`src/hdl/smf_pkg.sv`:
```
package smf_pkg;

    localparam int PATTERN_MAX_DEFAULT   = 16;
    localparam int POSITION_BITS_DEFAULT = 16;

    localparam int PATTERN_SLOTS = 16;
    localparam int LEN_BITS      = 5;
    localparam int CFG_IDX_BITS  = 2;
    localparam int CFG_DATA_BITS = 64;
    localparam int POS_OUT_BITS  = 16;

    localparam logic [CFG_IDX_BITS-1:0] REG_PATTERN_LENGTH = 2'd0;
    localparam logic [CFG_IDX_BITS-1:0] REG_CASE_SENSITIVE = 2'd1;
    localparam logic [CFG_IDX_BITS-1:0] REG_PATTERN_LOW    = 2'd2;
    localparam logic [CFG_IDX_BITS-1:0] REG_PATTERN_HIGH   = 2'd3;

    typedef logic [PATTERN_SLOTS-1:0][7:0] smf_pattern_t;

    typedef struct packed {
        logic [LEN_BITS-1:0] len;
        logic                case_sensitive;
    } smf_match_cfg_t;

    // ASCII upper case to lower case, everything else unchanged
    function automatic logic [7:0] fold_byte(input logic [7:0] c);
        if (c >= 8'h41 && c <= 8'h5A) begin
            fold_byte = c + 8'h20;
        end else begin
            fold_byte = c;
        end
    endfunction

endpackage

```
`src/hdl/smf_cell.sv`:
```
module smf_cell
    import smf_pkg::*;
#(
    parameter int CELL_INDEX = 0
) (
    input  logic           aclk,
    input  logic           shift_en,
    input  logic [7:0]     byte_in,
    output logic [7:0]     byte_out,
    input  smf_pattern_t   pattern,
    input  smf_match_cfg_t cfg,
    output logic           hit
);

    logic [7:0]          byte_reg;
    logic                active;
    logic [LEN_BITS-1:0] pat_idx;
    logic [7:0]          pat_byte;
    logic [7:0]          t_cmp;
    logic [7:0]          p_cmp;

    always_ff @(posedge aclk) begin
        if (shift_en) begin
            byte_reg <= byte_in;
        end
    end

    assign byte_out = byte_reg;

    // this cell sees the byte CELL_INDEX places back on byte_in, paired with
    // pattern byte len-1-CELL_INDEX; compare against that incoming byte
    assign active   = LEN_BITS'(CELL_INDEX) < cfg.len;
    assign pat_idx  = cfg.len - LEN_BITS'(CELL_INDEX) - LEN_BITS'(1);
    assign pat_byte = pattern[pat_idx[3:0]];

    always_comb begin
        if (cfg.case_sensitive) begin
            t_cmp = byte_in;
            p_cmp = pat_byte;
        end else begin
            t_cmp = fold_byte(byte_in);
            p_cmp = fold_byte(pat_byte);
        end
    end

    assign hit = !active || (t_cmp == p_cmp);

endmodule

```
`src/hdl/substring_first_match.sv`:
```
// substring_first_match: first-occurrence search of a pattern in a byte stream.
// Throughput: one text byte per cycle, held off while an earlier result waits untaken;
// all window cells compare as the byte is accepted. The result is captured in the
// output register as the byte marked tlast is accepted, and holds until taken.
// Reset (aresetn low, synchronous): pattern length 0, case sensitive, pattern
// zero, message state and output valid cleared.
module substring_first_match
    import smf_pkg::*;
#(
    parameter int PATTERN_MAX   = PATTERN_MAX_DEFAULT,
    parameter int POSITION_BITS = POSITION_BITS_DEFAULT
) (
    input  logic                     aclk,
    input  logic                     aresetn,

    input  logic                     cfg_wr_en,
    input  logic [CFG_IDX_BITS-1:0]  cfg_index,
    input  logic [CFG_DATA_BITS-1:0] cfg_wdata,

    input  logic                     s_tvalid,
    output logic                     s_tready,
    input  logic [7:0]               s_tdata,   // [7:0] text_byte
    input  logic                     s_tlast,   // last_byte

    output logic                     m_tvalid,
    input  logic                     m_tready,
    output logic [23:0]              m_tdata    // [0] found, [16:1] match_position,
                                                // [17] too_long, [23:18] zero
);

    localparam logic [POSITION_BITS-1:0] POS_MAX = {POSITION_BITS{1'b1}};
    localparam int EXT_BITS = (POSITION_BITS > POS_OUT_BITS) ? POSITION_BITS : POS_OUT_BITS;

    // configuration
    logic [LEN_BITS-1:0] len_reg;
    logic                case_sens_reg;
    smf_pattern_t        pattern_reg;
    smf_match_cfg_t      match_cfg;

    always_ff @(posedge aclk) begin
        if (!aresetn) begin
            len_reg       <= '0;
            case_sens_reg <= 1'b1;
            pattern_reg   <= '0;
        end else if (cfg_wr_en) begin
            unique case (cfg_index)
                REG_PATTERN_LENGTH: len_reg <= cfg_wdata[LEN_BITS-1:0];
                REG_CASE_SENSITIVE: case_sens_reg <= cfg_wdata[0];
                REG_PATTERN_LOW:    pattern_reg[7:0] <= cfg_wdata;
                REG_PATTERN_HIGH:   pattern_reg[15:8] <= cfg_wdata;
                default: ;
            endcase
        end
    end

    assign match_cfg.len            = len_reg;
    assign match_cfg.case_sensitive = case_sens_reg;

    // handshake
    logic s_fire;
    logic m_valid_reg;

    assign s_tready = !m_valid_reg || m_tready;
    assign s_fire   = s_tvalid && s_tready;

    // message state
    logic [POSITION_BITS-1:0] count_reg, count_next;
    logic                     have_reg, have_next;
    logic [POSITION_BITS-1:0] first_pos_reg, first_pos_next;
    logic                     ovf_reg, ovf_next;

    logic                     saturated;
    logic                     shift_en;
    logic [POSITION_BITS-1:0] count_inc;
    logic                     match_now;
    logic                     len_ok;

    logic [PATTERN_MAX-1:0]      hits;
    logic [PATTERN_MAX:0][7:0]   chain;

    assign saturated = (count_reg == POS_MAX);
    assign shift_en  = s_fire && !saturated;
    assign count_inc = count_reg + POSITION_BITS'(1);
    assign chain[0]  = s_tdata;

    genvar k;
    generate
        for (k = 0; k < PATTERN_MAX; k++) begin : g_cell
            smf_cell #(
                .CELL_INDEX(k)
            ) u_cell (
                .aclk     (aclk),
                .shift_en (shift_en),
                .byte_in  (chain[k]),
                .byte_out (chain[k+1]),
                .pattern  (pattern_reg),
                .cfg      (match_cfg),
                .hit      (hits[k])
            );
        end
    endgenerate

    assign len_ok = (len_reg != '0)
                 && ({1'b0, len_reg} <= (LEN_BITS+1)'(PATTERN_MAX))
                 && (count_inc >= POSITION_BITS'(len_reg));

    assign match_now = !saturated && !have_reg && len_ok && (&hits);

    // result register
    logic                    res_found_reg, res_found_next;
    logic [POS_OUT_BITS-1:0] res_pos_reg, res_pos_next;
    logic                    res_ovf_reg, res_ovf_next;
    logic                    m_valid_next;
    logic                    found_c;
    logic [POSITION_BITS-1:0] pos_c;
    logic [EXT_BITS-1:0]     pos_ext;

    always_comb begin
        count_next     = count_reg;
        have_next      = have_reg;
        first_pos_next = first_pos_reg;
        ovf_next       = ovf_reg;
        found_c        = have_reg;
        pos_c          = first_pos_reg;

        if (match_now) begin
            found_c = 1'b1;
            pos_c   = count_inc - POSITION_BITS'(len_reg);
        end

        if (s_fire) begin
            if (s_tlast) begin
                count_next     = '0;
                have_next      = 1'b0;
                first_pos_next = '0;
                ovf_next       = 1'b0;
            end else begin
                if (saturated) begin
                    ovf_next = 1'b1;
                end else begin
                    count_next = count_inc;
                end
                have_next      = found_c;
                first_pos_next = pos_c;
            end
        end
    end

    assign pos_ext = found_c ? EXT_BITS'(pos_c) : '0;

    always_comb begin
        m_valid_next   = m_valid_reg;
        res_found_next = res_found_reg;
        res_pos_next   = res_pos_reg;
        res_ovf_next   = res_ovf_reg;
        if (m_valid_reg && m_tready) begin
            m_valid_next = 1'b0;
        end
        if (s_fire && s_tlast) begin
            m_valid_next   = 1'b1;
            res_found_next = found_c;
            res_pos_next   = pos_ext[POS_OUT_BITS-1:0];
            res_ovf_next   = ovf_reg || saturated;
        end
    end

    always_ff @(posedge aclk) begin
        if (!aresetn) begin
            count_reg     <= '0;
            have_reg      <= 1'b0;
            first_pos_reg <= '0;
            ovf_reg       <= 1'b0;
            m_valid_reg   <= 1'b0;
        end else begin
            count_reg     <= count_next;
            have_reg      <= have_next;
            first_pos_reg <= first_pos_next;
            ovf_reg       <= ovf_next;
            m_valid_reg   <= m_valid_next;
        end
    end

    always_ff @(posedge aclk) begin
        res_found_reg <= res_found_next;
        res_pos_reg   <= res_pos_next;
        res_ovf_reg   <= res_ovf_next;
    end

    assign m_tvalid = m_valid_reg;
    assign m_tdata  = {6'd0, res_ovf_reg, res_pos_reg, res_found_reg};

endmodule

```
`config.mk`:
```
export PLATFORM = sky130hd
export DESIGN_NAME = substring_first_match
export DESIGN_NICKNAME = d
export VERILOG_FILES = /design/src/hdl/smf_pkg.sv /design/src/hdl/smf_cell.sv /design/src/hdl/substring_first_match.sv
export SDC_FILE = /design/constraint.sdc
export NUM_CORES = 1
export LEC_CHECK = 0
export ABC_CLOCK_PERIOD_IN_PS = 9900
export BUFFER_PORTS_ARGS = -buffer_cell sky130_fd_sc_hd__buf_2
export CAP_MARGIN = 25
export CORE_UTILIZATION = 30
export DETAILED_ROUTE_END_ITERATION = 8
export PLACE_DENSITY = 0.43
export SLEW_MARGIN = 5
export SYNTH_ARGS = -nofsm -noshare
export SYNTH_HDL_FRONTEND = slang
export SYNTH_SLANG_ARGS = --single-unit
```
`constraint.sdc`:
```
create_clock -name aclk -period 9.9 [get_ports aclk]
set_input_delay 1.98 -clock aclk [delete_from_list [all_inputs] [get_ports aclk]]
set_output_delay 1.98 -clock aclk [all_outputs]
set_load 0.005 [all_outputs]
```
==> results.cfg <==
[sta]
finalHoldViolations = 0
finalSetupViolations = 0
grt_setup_unrepaired = false
final.setup_skew_ns = 0.0182
slew_viol_final = 0
tns_ns = 0
min_period_over_period_pct = 75.8
min_period_ns = 7.51
worst-slew-pin-transition_ns = 1.28
fmax_ghz = 0.133
maxSlewHeadroom_pct = 14.5

[critical_path]
r2r.worst_path.cells = 16
startpoint = len_reg[1]$_SDFFE_PN0P_
worst_setup_path_start_kind = flop
crit_chain = inv_1 -> ha_4 -> nand2_1 -> nor2_2 -> xnor2_1 -> o211ai_1 -> nor4bb_1 -> nand3_1 -> or3b_2 -> nor2b_1 -> a211oi_1 -> a32oi_1 -> nand4bb_2 -> buf_12 -> or4_1 -> a31oi_1
cp_slowest_cell = ha_4
required_ns = 10.39
worstPathMaxFanout = 70
endpoint_kind = flop
max_stage_delay_ns = 0.96
setup.worst_path.class = flop to flop
r2r-start = len_reg[1]$_SDFFE_PN0P_
arrival_ns = 8.00

[synthesis]
yosysMostFrequentCell = nand2_1
yosys.area_share.simple_pct = 15.1
synth_top_family_by_area = multiplexers
synth-compound-area-share_pct = 13.0
synth-seq-area-share_pct = 31.7
synth_area_um2 = 23700
synth_mux_area_share_pct = 27.4
synth.largest_area_cell = mux4_2
synth_top_cell_area_share_pct = 23.1
ys_warn_count = 0
ys_top_cells_by_area = mux4_2 (23%), edfxtp_1 (17%), dfxtp_1 (14%), nand2_1 (5.5%), xnor2_1 (3.7%)
synth_cells = 2257
synthArstFlopShare_pct = 0
synth_common_cells = nand2_1 (345), mux4_2 (243), dfxtp_1 (169), edfxtp_1 (138), a21boi_0 (115)
synthAdderAreaFrac_pct = 2.51
ys_ff_latch = 307
syn_area_per_cell_um2 = 10.5
synth_edf_count = 138
synth_flop_cell = dfxtp_1
synth_cell_type_count = 88
synth-xor-area-share_pct = 6.95

[floorplan]
fp.dieW_um = 283
core-area_um2 = 77800
rows = 102
fp.dieH_um = 283
dieArea_um2 = 80200
start_util_pct = 30.5
num_io_pins = 106

[pwr]
combPwrFrac_pct = 18.1
switching_share_pct = 29.8
peakVddDrop_mv = 0.103
p_seq_share_pct = 41.8
p_sw_mw = 1.06
leakagePower_nw = 8.90
power_frac_clock_pct = 40.1
p_int_mw = 2.49
p_per_area_nw_per_um2 = 134

[route]
drt_iter0_markers = 2381
final_antenna_net_count = 0
wl_per_cell_um = 27.1
routed_wl_um = 91200
dr.pass1.iters = 5
drc = 0
via_count = 19900
via_per_inst = 5.91

[clock_network]
worstSkewPairLatency_ns = 0.58
htreeDepth = 2
numCtsBuffers = 39
clock-sinks = 307
clockBufferDepth = 3
clk_pin_slew_worst_paths_ns = 0.06
cts_tree = built
root_buffer = clkbuf_16
hold_buffers = 0
cts_resized = 0
postCtsSetupBuffers = 0

[final_layout]
largest_register_ffs = 128
final_util_pct = 34.1
area_growth_pct = 11.9
layout.nets = 2417
drive_gt1_share_pct = 21.6
nFillCells = 7894
finalInstanceArea_um2 = 26500
layout.cells.non_filler = 3365

[place]
placed_cells = 3287
portBuffers = 99
place_area_um2 = 25200
gp_congestion = 0.961
hpwl_um = 70600

[global_routing]
globalRouteOverflowTotal = 0
antenna_found_initial = 6
grt_max_degree = 71
grt_pass1_vias = 18700
grt_pass1_wl_um = 133000
track_usage_pct = 22.3

[worst_hold_path]
hold_depth = 2
min_path_type = flop to flop
hp-start = ovf_reg$_SDFFE_PN0P_

[outcome]
outcome = finished, final reports clean

[run]
cap_violations = 0
-- cell type report --
cell class	count	area (µm²)	area share, %
Multi-Input combinational cell	1775	15500	58.5
Sequential cell	307	7540	28.4
Tap cell	1040	1300	4.90
Clock buffer	51	1060	4.00
Timing Repair Buffer	140	811	3.05
Clock inverter	21	204	0.768
Inverter	27	101	0.382
Antenna cell	4	10.0	0.0377
-- stage by stage --
| step | power [mW] | setup slack, ns | hold WS [ns] |
|---|---|---|---|
| 6_report | 3.55 | 2.39 | 0.468 |
| 5_1_grt | 3.69 | 2.04 | 0.516 |
| 4_1_cts | 3.57 | 1.81 | 0.466 |
| 3_5_place_dp | 2.14 | 1.84 | 0.452 |
| 3_3_place_gp | 2.13 | 2.05 | 0.438 |
| 2_1_floorplan | 1.91 | 1.36 | 0.429 |
-- placed cells by master, fill, tap and decap left out, types with 9 or more instances in the layout --
cell type  instances
clkbuf_16         39
a21boi_0         115
nand4_1           18
buf_2            101
nor4b_1           12
or4_1             11
mux2_2            19
nand2_1          345
xor2_1            76
nor3_1            56
xnor2_1           95
a31oi_1           31
and3_1            13
o21ai_0           51
ha_1              45
nand3_1           68
inv_1             24
mux4_2           243
nor2_1           101
and2_1             9
o31ai_1           14
nand3b_1          16
dfxtp_1          165
edfxtp_1         138
a21oi_1           78
a22oi_1           18
nor2b_1           15
nand2b_1          13
or3_1             25
nor4_1            12
buf_4             38
o211ai_1          15
mux2i_1           81
a21o_1            18
-- worst paths after layout --
check	to	slack, ns
setup / recovery	first_pos_reg[0]$_SDFFE_PN0P_	2.39
hold reg to reg	ovf_reg$_SDFFE_PN0P_	0.47
setup reg to reg	first_pos_reg[0]$_SDFFE_PN0P_	2.39
hold / removal	ovf_reg$_SDFFE_PN0P_	0.47
-- worst max-delay path: cells and delay by family, from the launching register on --
family,cells,cell delay (ns)
AND/OR/NAND/NOR,8,3.59
AO/OA/AOI/OAI,4,1.03
adder cells (fa/ha/maj),1,0.96
flip-flops,1,0.80
buffers and inverters,2,0.58
XOR/XNOR,1,0.38
-- metal layers --
metal	share of wire (%)	up-vias	track usage, %
li1	-	8751	-
met1	44	10200	31.1
met2	45	822	34.6
met3	7.8	148	3.74
met4	3.6	0	7.80
met5	0	-	0
-- kinds of logic (layout without fill, tap and decap cells) --
family / after synthesis / after routing
simple gates: 754 / 754
compound gates: 443 / 443
mux: 343 / 343
flops: 307 / 307
xor+xnor: 182 / 182
buf+inv: 180 / 239
fa+ha+maj: 47 / 47
other cells: 1 / 10
-- power groups by stage --
stage / clock network (mW) / logic, mW / registers, mW
after CTS: 1.46 / 0.637 / 1.48
final: 1.42 / 0.642 / 1.48
after detailed placement: 0 / 0.634 / 1.51
after global placement: 0 / 0.627 / 1.51
after floorplan: 0 / 0.443 / 1.46
after global routing: 1.51 / 0.688 / 1.49
Power figures use the tool's default switching activity.
